**src/hdl/cpa_pkg.sv**
```systemverilog
package cpa_pkg;

	localparam int NUM_VERTICES = 16;
	localparam int VERTEX_BITS  = 4;
	localparam int COUNT_BITS   = 5;
	localparam int WEIGHT_BITS  = 16;
	localparam int TIME_BITS    = 20;
	localparam int ADDR_BITS    = 2 * VERTEX_BITS;
	localparam int DEPTH        = NUM_VERTICES * NUM_VERTICES;

	localparam logic [WEIGHT_BITS-1:0] NO_EDGE = {WEIGHT_BITS{1'b1}};
	localparam logic [COUNT_BITS-1:0]  VERTEX_COUNT_RESET = 5'd16;

	// Request from the sequencer to the weight memory
	typedef struct packed {
		logic                   we;
		logic [ADDR_BITS-1:0]   waddr;
		logic [WEIGHT_BITS-1:0] wdata;
		logic [ADDR_BITS-1:0]   raddr;
	} mem_req_t;

endpackage

```
**src/hdl/cpa_wmem.sv**
```systemverilog
module cpa_wmem (
	input  logic                                 clk,
	input  cpa_pkg::mem_req_t                    req,
	output logic [cpa_pkg::WEIGHT_BITS-1:0]      rdata
);

	logic [cpa_pkg::WEIGHT_BITS-1:0] mem [cpa_pkg::DEPTH];

	// One write and one registered read each cycle
	always_ff @(posedge clk) begin
		if (req.we) begin
			mem[req.waddr] <= req.wdata;
		end
		rdata <= mem[req.raddr];
	end

endmodule

```
**config.mk**
```make
export PLATFORM = sky130hd
export DESIGN_NAME = cpa_wmem
export DESIGN_NICKNAME = d
export VERILOG_FILES = /design/src/hdl/cpa_pkg.sv /design/src/hdl/cpa_wmem.sv
export SDC_FILE = /design/constraint.sdc
export NUM_CORES = 2
export LEC_CHECK = 0
export ABC_AREA = 1
export BUFFER_PORTS_ARGS = -buffer_cell sky130_fd_sc_hd__buf_2
export CORE_UTILIZATION = 40
export CTS_CLUSTER_SIZE = 8
export DETAILED_ROUTE_END_ITERATION = 8
export PLACE_DENSITY_LB_ADDON = 0.08
export SYNTH_ARGS = -nofsm -noshare
export SYNTH_HDL_FRONTEND = slang
export SYNTH_SLANG_ARGS = --single-unit
```
**constraint.sdc**
```tcl
create_clock -name clk -period 2.95 [get_ports clk]
set_input_delay 0.1475 -clock clk [delete_from_list [all_inputs] [get_ports clk]]
set_output_delay 0.1475 -clock clk [all_outputs]
set_load 0.02 [all_outputs]
```
==> flow_metrics.py <==
metrics = {
    "status": {
        "status": "completed",
    },
    "timing": {
        "fin_hold_ws_ns": 0.0873,
        "maxSlewViolCount": 0,
        "finalSetupViolations": 0,
        "fmax_ghz": 0.361,
        "finalHoldViolCount": 0,
        "slew_headroom_pct": 25.9,
        "period_share_pct": 94.0,
        "finClkSkew_ns": 0.0338,
        "rsz0062_at_grt": "no",
        "setup_tns_ns": 0,
        "layout_min_cycle_time_ns": 2.77,
        "tightestPinTransition_ns": 1.11,
    },
    "critical_path": {
        "crit_chain": "nand2_1 > nand3_1 > nand3_1 > nand3_1 > nand3_1 > nand3_1 > nand3_1 > nand2_1 > nand2_1 > dlygate4sd3_1 > nand2_1",
        "cp_slowest_stage_delay_ns": 0.57,
        "r2r-end": "rdata[4]",
        "cp-startpoint": "mem[254][4]",
        "timing.setup.critical_path_class": "reg -> reg",
        "slowest_stage": "dlygate4sd3_1",
        "r2r_cells": 11,
        "crit_top_cell": "nand3_1",
        "crit_path_end_kind": "flop",
        "timing.rr.start": "mem[254][4]",
        "crit_required_ns": 3.84,
        "critPathLaunchType": "flop",
        "crit_fanout": 1,
        "crit_arrival_ns": 3.66,
        "reg2reg_slack_ns": 0.18,
        "crit_path_end": "rdata[4]",
    },
    "drt": {
        "firstDrtPassIters": 6,
        "viasPerCell": 5.57,
        "drc": 0,
        "first_iter_violations": 12200,
        "routed_wl_microns": 556000,
        "wl_per_cell_microns": 28.1,
        "ant_nets": 0,
        "vias": 110000,
    },
    "floorplan": {
        "initial_core_util_pct": 40.3,
        "dieArea_sq_um": 417000,
        "dieWidth_microns": 646,
        "fp-row-count": 235,
        "io-pin-count": 50,
        "core-area_sq_um": 411000,
        "die_h_microns": 646,
    },
    "placed_design": {
        "io_buffers": 49,
        "gp_congestion": 0.873,
        "place_hpwl_microns": 329000,
        "placed_cells": 19000,
    },
    "clocking": {
        "htree_levels": 6,
        "cts_sinks": 4112,
        "cts_buffers": 585,
        "ctsResizeCount": 0,
        "cts_tree": "yes",
        "clock-root-buffer": "clkbuf_16",
        "clk_pin_slew_ns": 0.06,
        "clk_latency_ns": 1.03,
        "cts_buffer_depth": 4,
    },
    "yosys": {
        "synth_xor_area_share_pct": 0,
        "synth.avg_cell_area_sq_um": 12.2,
        "synth_top_area_share_pct": 74.2,
        "synthCells": 13600,
        "yosys-top-cells-area": "edfxtp_1 74%, nand3_1 12%, nand2_1 9.5%, buf_2 1.5%, buf_4 0.74%",
        "yosys.area.top_type": "edfxtp_1",
        "synth_seq_cells": 4112,
        "synth_top_family_by_area": "simple AND/OR/NAND/NOR gates",
        "synth_compound_area_share_pct": 0,
        "synth_nets": 13700,
        "synth_area_sq_um": 166000,
        "ys_warn_count": 0,
        "synthAdderAreaFrac_pct": 0,
        "synthMuxAreaShare_pct": 0,
        "ys_types": 15,
        "synthSimpleGateAreaFrac_pct": 22.4,
        "ys_seq_area_share_pct": 74.4,
    },
    "global_route": {
        "grt_usage_pct": 26.3,
        "antenna_found_initial": 36,
        "grt_max_degree": 142,
        "gr-total-overflow": 0,
        "grt_pass1_vias": 106000,
        "grt_pass1_wl_microns": 793000,
    },
    "power": {
        "irDropWorstVdd_uv": 565,
        "powerDensity_nw_per_um2": 690,
        "power.total_w": 0.134,
        "leakagePower_nw": 68.2,
    },
    "cells_and_area": {
        "fin_cells": 19800,
        "drive_above_1_share_pct": 11.4,
        "final_common_cell": "nand2_1",
        "final_cell_mix": "4,195 x nand2_1, 4,096 x edfxtp_1, 4,035 x nand3_1",
        "area_delta_synth_final_pct": 16.8,
        "nets": 14200,
        "fin_util_pct": 47.1,
    },
    "job": {
        "cap_violations": 0,
    },
    "min_path": {
        "hold_path_class": "in -> reg",
    },
}
area by class of cell:
type / count / area (sq um)
clock buffers: 667 / 15200
flip-flops and latches: 4112 / 123000
multi-input cells: 8529 / 37300
inverters: 39 / 199
diodes: 25 / 62.6
fillers: 36600 / 218000
repair buffers: 931 / 9950
well taps: 5451 / 6820
clock inverters: 46 / 657
flip-flops by register name, indices dropped and copies added (netlist names):
name   flops
mem     4096
rdata     16
how the worst min path moves through the flow:
stage,startpoint,to,slack (ns),cells after the start
floorplan,req[8],mem[0][0],0.25,0
global placement,req[23],mem[111][15],0.56,1
detailed placement,req[23],mem[110][15],0.57,1
CTS,req[30],mem[209][7],0.02,6
global route,req[30],mem[209][7],0.08,6
finish,req[30],mem[209][7],0.09,6
cell families (layout without fill, tap and decap cells):
family	Yosys count	in the layout
and+or+nand+nor	8529	8529
other	0	25
buffers and inverters	976	1683
DFF	4112	4112
per-layer routing:
metal | vias up | GRT usage (%) | routed length [microns]
li1 | 49600 | - | -
met1 | 55800 | 37.5 | 243000
met2 | 4100 | 41.0 | 254000
met3 | 818 | 4.26 | 40100
met4 | 4 | 8.67 | 19600
met5 | - | 0 | 23
critical path: cells and delay by family (launching register included):
family / cells / cell delay, ns
simple gates: 10 / 1.72
buf+inv: 1 / 0.57
flops: 1 / 0.35
power breakdown:
part | leakage (nW) | switching [W] | internal [W]
logic | 23.5 | 0.00645 | 0.00227
registers | 36.9 | 0.000101 | 0.0645
clock network | 7.75 | 0.0242 | 0.0360
synth_stat cells:
cell,number
edfxtp_1,4096
buf_1,70
buf_2,495
nand2_1,4211
buf_8,1
clkbuf_1,154
nor2_1,283
inv_4,2
buf_6,53
dfxtp_1,16
nand3_1,4035
buf_4,163
inv_1,35
buf_12,1
inv_2,2
repair_timing:
item                                   4_1_cts  5_1_grt
endpoints found under the hold margin     3682        0
buffers inserted                             0        0
hold buffers                                28        0
per-stage QoR:
step | setup slack, ns | area (sq um)
final | 0.177 | 194000
after global routing | 0.134 | 193000
after CTS | 0.309 | 193000
after detailed placement | -0.636 | 177000
after global placement | -0.621 | 177000
after floorplan | 0.962 | 166000
No activity file was read; power rests on OpenSTA's default activity.
