<file path="src/hdl/cpa_pkg.sv">
package cpa_pkg;

	localparam int NUM_VERTICES = 16;
	localparam int VERTEX_BITS  = 4;
	localparam int COUNT_BITS   = 5;
	localparam int WEIGHT_BITS  = 16;
	localparam int TIME_BITS    = 20;
	localparam int ADDR_BITS    = 2 * VERTEX_BITS;
	localparam int DEPTH        = NUM_VERTICES * NUM_VERTICES;

	localparam logic [WEIGHT_BITS-1:0] NO_EDGE = {WEIGHT_BITS{1'b1}};
	localparam logic [COUNT_BITS-1:0]  VERTEX_COUNT_RESET = 5'd16;

	// Request from the sequencer to the weight memory
	typedef struct packed {
		logic                   we;
		logic [ADDR_BITS-1:0]   waddr;
		logic [WEIGHT_BITS-1:0] wdata;
		logic [ADDR_BITS-1:0]   raddr;
	} mem_req_t;

endpackage

</file>
<file path="src/hdl/cpa_engine.sv">
module cpa_engine (
	input  logic                                clk,
	input  logic                                arst_n,
	input  logic                                cfg_wr_en,
	input  logic [4:0]                          cfg_wr_data,
	input  logic                                s_tvalid,
	output logic                                s_tready,
	input  logic [23:0]                         s_tdata,
	input  logic                                s_tlast,
	output logic                                m_tvalid,
	input  logic                                m_tready,
	output logic [71:0]                         m_tdata,
	output logic                                m_tlast,
	output cpa_pkg::mem_req_t                   mreq,
	input  logic [cpa_pkg::WEIGHT_BITS-1:0]     rdata
);

	typedef enum logic [10:0] {
		ST_CLEAR = 11'b00000000001,
		ST_LOAD  = 11'b00000000010,
		ST_INDEG = 11'b00000000100,
		ST_PUSH  = 11'b00000001000,
		ST_POP   = 11'b00000010000,
		ST_SCANT = 11'b00000100000,
		ST_CHECK = 11'b00001000000,
		ST_EARLY = 11'b00010000000,
		ST_LATE  = 11'b00100000000,
		ST_EMIT  = 11'b01000000000,
		ST_OUT   = 11'b10000000000
	} state_t;

	state_t state_q;

	logic [4:0]  vc_q;
	logic [4:0]  n_q;
	logic [4:0]  n_ld;
	logic [3:0]  o_q;
	logic [4:0]  x_q;
	logic [3:0]  v_q;
	logic [4:0]  sp_q;
	logic [4:0]  cnt_q;
	logic [8:0]  clr_q;
	logic        pend_s1;
	logic [3:0]  idx_s1;
	logic [19:0] acc_q;
	logic [19:0] len_q;
	logic        any_q;
	logic [15:0] crit_q;
	logic [71:0] tdata_q;
	logic        tlast_q;

	logic [4:0]  indeg_q [cpa_pkg::NUM_VERTICES];
	logic [3:0]  stack_q [cpa_pkg::NUM_VERTICES];
	logic [3:0]  topo_q  [cpa_pkg::NUM_VERTICES];
	logic [3:0]  pos_q   [cpa_pkg::NUM_VERTICES];
	logic [19:0] earl_q  [cpa_pkg::NUM_VERTICES];
	logic [19:0] lat_q   [cpa_pkg::NUM_VERTICES];

	logic        issue;
	logic        done;
	logic        w_nz;
	logic [20:0] sum;
	logic [19:0] w20;
	logic [19:0] cand;
	logic [4:0]  nd;
	logic [15:0] wfix;
	logic        last_k;

	// Clamp the vertex count and decode the scan controls
	always_comb begin
		if (vc_q == 5'd0) n_ld = 5'd1;
		else if (vc_q > 5'd16) n_ld = 5'd16;
		else n_ld = vc_q;
		issue  = x_q < n_q;
		done   = !issue && !pend_s1;
		w_nz   = rdata != '0;
		w20    = {4'd0, rdata};
		sum    = {1'b0, earl_q[idx_s1]} + {1'b0, w20};
		cand   = (lat_q[idx_s1] >= w20) ? lat_q[idx_s1] - w20 : 20'd0;
		nd     = indeg_q[idx_s1] - 5'd1;
		wfix   = (s_tdata[23:8] == cpa_pkg::NO_EDGE) ? 16'd0 : s_tdata[23:8];
		last_k = ({1'b0, o_q} + 5'd1) == n_q;
	end

	// Drive the weight memory port; a word sits at {source, target}
	always_comb begin
		mreq.we    = (state_q == ST_CLEAR) || (state_q == ST_LOAD && s_tvalid);
		mreq.waddr = (state_q == ST_CLEAR) ? clr_q[7:0] : {s_tdata[3:0], s_tdata[7:4]};
		mreq.wdata = (state_q == ST_CLEAR) ? 16'd0 : wfix;
		unique case (state_q)
			ST_INDEG, ST_EMIT: mreq.raddr = {o_q, x_q[3:0]};
			ST_EARLY:          mreq.raddr = {x_q[3:0], v_q};
			default:           mreq.raddr = {v_q, x_q[3:0]};
		endcase
	end

	assign s_tready = state_q == ST_LOAD;
	assign m_tvalid = state_q == ST_OUT;
	assign m_tdata  = tdata_q;
	assign m_tlast  = tlast_q;

	// Payload arrays and result register
	always_ff @(posedge clk) begin
		unique case (state_q)
			ST_LOAD: begin
				if (s_tvalid && s_tlast) begin
					for (int i = 0; i < cpa_pkg::NUM_VERTICES; i++) indeg_q[i] <= 5'd0;
				end
			end
			ST_INDEG: begin
				if (pend_s1 && w_nz) indeg_q[idx_s1] <= indeg_q[idx_s1] + 5'd1;
			end
			ST_PUSH: begin
				if (issue && indeg_q[x_q[3:0]] == 5'd0) stack_q[sp_q[3:0]] <= x_q[3:0];
			end
			ST_POP: begin
				if (sp_q != 5'd0 && cnt_q < n_q) begin
					topo_q[cnt_q[3:0]] <= stack_q[sp_q[3:0] - 4'd1];
					pos_q[stack_q[sp_q[3:0] - 4'd1]] <= cnt_q[3:0];
				end
			end
			ST_SCANT: begin
				if (pend_s1 && w_nz && indeg_q[idx_s1] != 5'd0) begin
					indeg_q[idx_s1] <= nd;
					if (nd == 5'd0 && !sp_q[4]) stack_q[sp_q[3:0]] <= idx_s1;
				end
			end
			ST_CHECK: begin
				if (cnt_q < n_q) tdata_q <= {7'd0, 1'b1, 64'd0};
			end
			ST_EARLY: begin
				if (done) earl_q[v_q] <= acc_q;
			end
			ST_LATE: begin
				if (done) lat_q[v_q] <= any_q ? acc_q : len_q;
			end
			ST_EMIT: begin
				if (done) begin
					tdata_q <= {7'd0, 1'b0, crit_q, lat_q[o_q], earl_q[o_q], pos_q[o_q], o_q};
				end
			end
			default: ;
		endcase
	end

	// Sequencer
	always_ff @(posedge clk or negedge arst_n) begin
		if (!arst_n) begin
			state_q <= ST_CLEAR;
			vc_q    <= cpa_pkg::VERTEX_COUNT_RESET;
			n_q     <= 5'd1;
			o_q     <= '0;
			x_q     <= '0;
			v_q     <= '0;
			sp_q    <= '0;
			cnt_q   <= '0;
			clr_q   <= '0;
			pend_s1 <= 1'b0;
			idx_s1  <= '0;
			acc_q   <= '0;
			len_q   <= '0;
			any_q   <= 1'b0;
			crit_q  <= '0;
			tlast_q <= 1'b0;
		end else begin
			if (cfg_wr_en) vc_q <= cfg_wr_data;
			// Advance the read pipeline in scanning states
			if (state_q == ST_INDEG || state_q == ST_SCANT || state_q == ST_EARLY ||
			    state_q == ST_LATE || state_q == ST_EMIT) begin
				pend_s1 <= issue;
				idx_s1  <= x_q[3:0];
				if (issue) x_q <= x_q + 5'd1;
			end
			unique case (state_q)
				ST_CLEAR: begin
					clr_q <= clr_q + 9'd1;
					if (clr_q == 9'd255) begin
						clr_q   <= '0;
						state_q <= ST_LOAD;
					end
				end
				ST_LOAD: begin
					if (s_tvalid && s_tlast) begin
						n_q     <= n_ld;
						o_q     <= '0;
						x_q     <= '0;
						state_q <= ST_INDEG;
					end
				end
				ST_INDEG: begin
					if (done) begin
						x_q <= '0;
						if (last_k) begin
							sp_q    <= '0;
							cnt_q   <= '0;
							state_q <= ST_PUSH;
						end else begin
							o_q <= o_q + 4'd1;
						end
					end
				end
				ST_PUSH: begin
					if (issue) begin
						x_q <= x_q + 5'd1;
						if (indeg_q[x_q[3:0]] == 5'd0) sp_q <= sp_q + 5'd1;
					end else begin
						state_q <= ST_POP;
					end
				end
				ST_POP: begin
					if (sp_q != 5'd0 && cnt_q < n_q) begin
						v_q     <= stack_q[sp_q[3:0] - 4'd1];
						sp_q    <= sp_q - 5'd1;
						cnt_q   <= cnt_q + 5'd1;
						x_q     <= '0;
						state_q <= ST_SCANT;
					end else begin
						state_q <= ST_CHECK;
					end
				end
				ST_SCANT: begin
					if (pend_s1 && w_nz && indeg_q[idx_s1] != 5'd0 && nd == 5'd0 && !sp_q[4]) begin
						sp_q <= sp_q + 5'd1;
					end
					if (done) state_q <= ST_POP;
				end
				ST_CHECK: begin
					if (cnt_q < n_q) begin
						tlast_q <= 1'b1;
						state_q <= ST_OUT;
					end else begin
						o_q     <= '0;
						v_q     <= topo_q[0];
						x_q     <= '0;
						acc_q   <= '0;
						len_q   <= '0;
						state_q <= ST_EARLY;
					end
				end
				ST_EARLY: begin
					if (pend_s1 && w_nz && sum > {1'b0, acc_q}) acc_q <= sum[19:0];
					if (done) begin
						if (acc_q > len_q) len_q <= acc_q;
						acc_q <= '0;
						x_q   <= '0;
						if (last_k) begin
							o_q     <= n_q[3:0] - 4'd1;
							v_q     <= topo_q[n_q[3:0] - 4'd1];
							any_q   <= 1'b0;
							state_q <= ST_LATE;
						end else begin
							o_q <= o_q + 4'd1;
							v_q <= topo_q[o_q + 4'd1];
						end
					end
				end
				ST_LATE: begin
					if (pend_s1 && w_nz) begin
						if (!any_q || cand < acc_q) acc_q <= cand;
						any_q <= 1'b1;
					end
					if (done) begin
						acc_q <= '0;
						any_q <= 1'b0;
						x_q   <= '0;
						if (o_q == 4'd0) begin
							crit_q  <= '0;
							state_q <= ST_EMIT;
						end else begin
							o_q <= o_q - 4'd1;
							v_q <= topo_q[o_q - 4'd1];
						end
					end
				end
				ST_EMIT: begin
					if (pend_s1 && w_nz && lat_q[idx_s1] >= w20 &&
					    lat_q[idx_s1] - w20 == earl_q[o_q]) begin
						crit_q[idx_s1] <= 1'b1;
					end
					if (done) begin
						tlast_q <= last_k;
						state_q <= ST_OUT;
					end
				end
				ST_OUT: begin
					if (m_tready) begin
						if (tlast_q) begin
							clr_q   <= '0;
							state_q <= ST_CLEAR;
						end else begin
							o_q     <= o_q + 4'd1;
							x_q     <= '0;
							crit_q  <= '0;
							state_q <= ST_EMIT;
						end
					end
				end
				default: state_q <= ST_CLEAR;
			endcase
		end
	end

endmodule

</file>
<file path="config.mk">
export PLATFORM = sky130hd
export DESIGN_NAME = cpa_engine
export DESIGN_NICKNAME = d
export VERILOG_FILES = /design/src/hdl/cpa_pkg.sv /design/src/hdl/cpa_engine.sv
export SDC_FILE = /design/constraint.sdc
export NUM_CORES = 2
export LEC_CHECK = 0
export ABC_AREA = 1
export BUFFER_PORTS_ARGS = -buffer_cell sky130_fd_sc_hd__buf_2
export CORE_ASPECT_RATIO = 1.2
export CORE_MARGIN = 2
export CORE_UTILIZATION = 50
export CTS_CLUSTER_DIAMETER = 60
export DETAILED_ROUTE_END_ITERATION = 12
export PLACE_DENSITY = 0.7
export SLEW_MARGIN = 10
export SYNTH_ARGS = -nofsm -noshare
export SYNTH_HDL_FRONTEND = slang
export SYNTH_SLANG_ARGS = --single-unit
</file>
<file path="constraint.sdc">
create_clock -name clk -period 15.63 [get_ports clk]
set_clock_uncertainty 0.15 [all_clocks]
set_input_delay 0 -clock clk [delete_from_list [all_inputs] [get_ports clk]]
set_output_delay 0 -clock clk [all_outputs]
set_load 0.01 [all_outputs]
</file>
==> implementation parameters <==
Parameter                              Value

Route
  Avg WL per Cell ... 25.07 µm
  Via-per-instance ratio ... 6.211
  Final ANT Viol Nets ... 0
  Total via count after detailed routing ... 47,000
  Wire length reported by the detailed router ... 189,700 µm
  Number of DRC violations after detailed routing ... 0
  First-pass detailed-route iteration total ... 7
  Starting DRT DRC Count ... 6,764

Place
  Last weighted congestion value of the routability-driven placer ... 1.005
  Worst slack at placement ... 6.992 ns
  Area post-placement ... 58,230 µm²
  Port-buffer cells ... 151
  Final HPWL DP ... 118,900 µm

STA
  Headroom to the max-slew limit ... 12.80%
  Number of endpoints with negative hold slack in the final report ... 0
  Final Cycle Share ... 57.08%
  Final setup violation count ... 0
  RSZ-0062 raised after global routing ... false
  Worst slew pin tran ... 1.307 ns
  Post-Route Setup TNS ... 0 ns
  WHS ... 0.04933 ns
  Max Freq ... 112.1 MHz
  Post-layout worst setup margin ... 6.708 ns
  Number of max-slew violations in the final report ... 0
  Clock period minus final worst setup slack ... 8.922 ns

Yosys
  Area of the mapped netlist ... 56,070 µm²
  Library cells used by synthesis ... 68
  Sequential share of the synthesized area ... 57.51%
  Yosys Warn Count ... 0
  Dominant cell type by area after synthesis ... sky130_fd_sc_hd__edfxtp_1
  Synthesis-stage register bit count ... 1,093
  Post-synthesis share of cell area spent on full adders, half adders and majority gates ... 2.785%
  Yosys top cell area share ... 52.33%
  Avg Cell Area, Syn ... 9.495 µm²
  Dominant synthesized flop cell ... sky130_fd_sc_hd__edfxtp_1
  Post-synthesis mux area share ... 0.2901%
  Post-Synthesis Cells ... 5,905
  Synth async-reset ratio ... 10.61%
  Compound-Gate Fraction of Synth Area ... 15.17%
  Combinational family with the most area after synthesis ... simple AND/OR/NAND/NOR gates
  Cells taking the most area after synthesis ... sky130_fd_sc_hd__edfxtp_1 52%, sky130_fd_sc_hd__nand2_1 7.1%, sky130_fd_sc_hd__o21ai_0 5.4%
  Basic-gate share of the synthesized area counting and, or, nand and nor cells ... 17.19%
  Post-synth EDFFs ... 977
  Area share of xor/xnor cells in the synthesized design ... 0.7164%

Layout
  Fraction of layout cells with a size suffix above 1 ... 8.733%
  Commonest cells after routing, fill and taps aside ... 1,054 x sky130_fd_sc_hd__nand2_1, 977 x sky130_fd_sc_hd__edfxtp_1, 688 x sky130_fd_sc_hd__nor2_1
  Number of nets in the finished design ... 6,143
  Most common cell after layout, fill and taps aside ... sky130_fd_sc_hd__nand2_1
  Area grow syn2layout ... 11.35%
  Post-route cell area ... 62,430 µm²

Die
  Floorplan Core Area ... 111,200 µm²
  Horiz. Die Dim ... 309.7 µm
  Initial core utilization ... 50.44%
  Site row count ... 134
  I/O pin count ... 159
  Die height ... 370.8 µm
  Die area ... 114,800 µm²

Clocking
  Clock root buffer ... sky130_fd_sc_hd__clkbuf_16
  Number of setup buffers added after CTS ... 0
  Hold buffer count at CTS ... 29
  Number of buffers inserted during clock tree synthesis ... 112
  Latest clock arrival within the worst-skew pair ... 0.76 ns
  Reg clk slew, reported paths ... 0.06 ns
  Clock tree from TritonCTS ... done
  Number of clock sinks seen by CTS ... 1,093
  Level count of the clock H-tree ... 3
  Max Buffers Root-to-Sink ... 3
  Number of resized instances in the post-cts repair step ... 0

Global routing
  Maximum number of pins on one net before global-route repair ... 153
  Global-route wire length before repair ... 276,100 µm
  Initial antenna violation count ... 4
  Total grt overflow ... 0
  Total Routing Usage GR ... 32.28%
  Via count of the first global-routing pass ... 44,920

Setup path
  Arrival @ worst endpoint ... 9.46 ns
  Max FO, Critical Path ... 69
  Worst Setup End Kind ... flop
  Most common cell type on the critical path ... sky130_fd_sc_hd__nand2_1
  Slowest cell on the critical path ... sky130_fd_sc_hd__dfrtp_1
  Crit path largest cell delay ... 1.13 ns
  Worst path bufs/invs ... 3
  Crit start category ... flop
  Critical path class ... flop to flop
  Worst path required time ... 16.17 ns
  Largest delay contributor family on the critical path ... simple AND/OR/NAND/NOR gates

Power and ir drop
  Leakage dissipation ... 24.95 nW
  Cell Pwr Density ... 96.39 nW/µm²
  Sum of internal, switching and leakage power ... 6.017 mW
  Peak VDD IR ... 0.00008304 V

Hold path
  Worst Hold Class ... primary input to flop

Job
  Max Cap Violations ... 0

Outcome
  Run status ... finished clean
## registers in the layout, indices dropped and copies added, names as in the netlist, 20 cells and up
name,cells
earl_q,320
lat_q,320
indeg_q,80
m_tdata,65
pos_q,64
stack_q,64
topo_q,64
acc_q,20
len_q,20
## final timing paths
path	from	to	slack, ns	depth (start not counted)
max	idx_s1[0]$_DFFE_PN0N_	acc_q[7]$_DFFE_PN0P_	6.71	34
min	m_tready	state_q[10]$_DFFE_PN0P_	0.05	5
max reg2reg	idx_s1[0]$_DFFE_PN0N_	acc_q[7]$_DFFE_PN0P_	6.71	34
min reg2reg	len_q[18]$_DFFE_PN0P_	len_q[18]$_DFFE_PN0P_	0.34	2
max in group asynchronous	arst_n	o_q[1]$_DFFE_PN0P_	14.02	4
min in group asynchronous	arst_n	state_q[0]$_DFFE_PN1P_	0.29	3
## per-stage QoR
step | instances | util, %
floorplan | 5911 | -
global route | 7565 | 56.16
finish | 7567 | 56.16
global placement | 7321 | 52.39
CTS | 7564 | 56.13
detailed placement | 7321 | 52.39
## per-layer routing
metal  share of wire (%)  GRT usage, %  vias to the layer above
met3                  11         5.714                      725
li1                    -             -                    20890
met2                  46         52.16                     3001
met4                 6.8         19.26                        4
met5               0.013             0                        -
met1                  36         40.63                    22380
## synth_stat cells (14+ instances only)
master and number:
sky130_fd_sc_hd__or4_1 20, sky130_fd_sc_hd__edfxtp_1 977, sky130_fd_sc_hd__o221ai_1 56, sky130_fd_sc_hd__a21oi_1 299, sky130_fd_sc_hd__a22oi_1 195, sky130_fd_sc_hd__clkbuf_1 201, sky130_fd_sc_hd__dfrtp_1 113, sky130_fd_sc_hd__buf_4 17
sky130_fd_sc_hd__nand2_1 1058, sky130_fd_sc_hd__nor3_1 26, sky130_fd_sc_hd__o311ai_0 15, sky130_fd_sc_hd__ha_1 120, sky130_fd_sc_hd__nor3b_1 16, sky130_fd_sc_hd__nor4_1 16, sky130_fd_sc_hd__o22ai_1 122, sky130_fd_sc_hd__nor2_1 722
sky130_fd_sc_hd__nand3_1 330, sky130_fd_sc_hd__nand4_1 54, sky130_fd_sc_hd__xor2_1 33, sky130_fd_sc_hd__buf_2 64, sky130_fd_sc_hd__mux2i_1 14, sky130_fd_sc_hd__buf_1 49, sky130_fd_sc_hd__nand3b_1 24, sky130_fd_sc_hd__o211ai_1 75
sky130_fd_sc_hd__inv_1 540, sky130_fd_sc_hd__o21ai_0 610
## kinds of logic (layout without fill, tap and decap cells)
group | after synthesis | in the layout
mux | 16 | 16
flops | 1093 | 1093
xor+xnor | 45 | 45
fa+ha+maj | 123 | 123
simple gates | 2297 | 2297
compound gates | 1438 | 1438
other cells | 1 | 9
buf+inv | 892 | 1050
## worst register-to-register path: cells and delay by family (launching register included)
kind / cells / cell delay [ns]
AOI/OAI and AO/OA: 8 / 2.46
xor gates and xnor gates: 1 / 0.20
adders and majority gates: 2 / 0.60
buffers and inverters: 3 / 1.76
DFF: 1 / 1.13
and+or+nand+nor: 20 / 2.58
## layout make-up
| type | count | area, µm² |
|---|---|---|
| Antenna cell | 2 | 5.005 |
| Clock buffer | 151 | 3193 |
| Clock inverter | 63 | 660.6 |
| Fill cell | 9457 | 48730 |
| Inverter | 555 | 2102 |
| Multi-Input combinational cell | 3926 | 20470 |
| Sequential cell | 1093 | 32260 |
| Tap cell | 1496 | 1872 |
| Timing Repair Buffer | 281 | 1866 |
## where the power goes
| group | total [mW] | leakage (nW) | internal, mW | switching [mW] |
|---|---|---|---|---|
| clock | 2.78 | 1.86 | 1.58 | 1.20 |
| combinational | 0.0953 | 11.0 | 0.0310 | 0.0642 |
| sequential | 3.14 | 12.1 | 3.14 | 0.00104 |
Power figures use the tool's default switching activity.
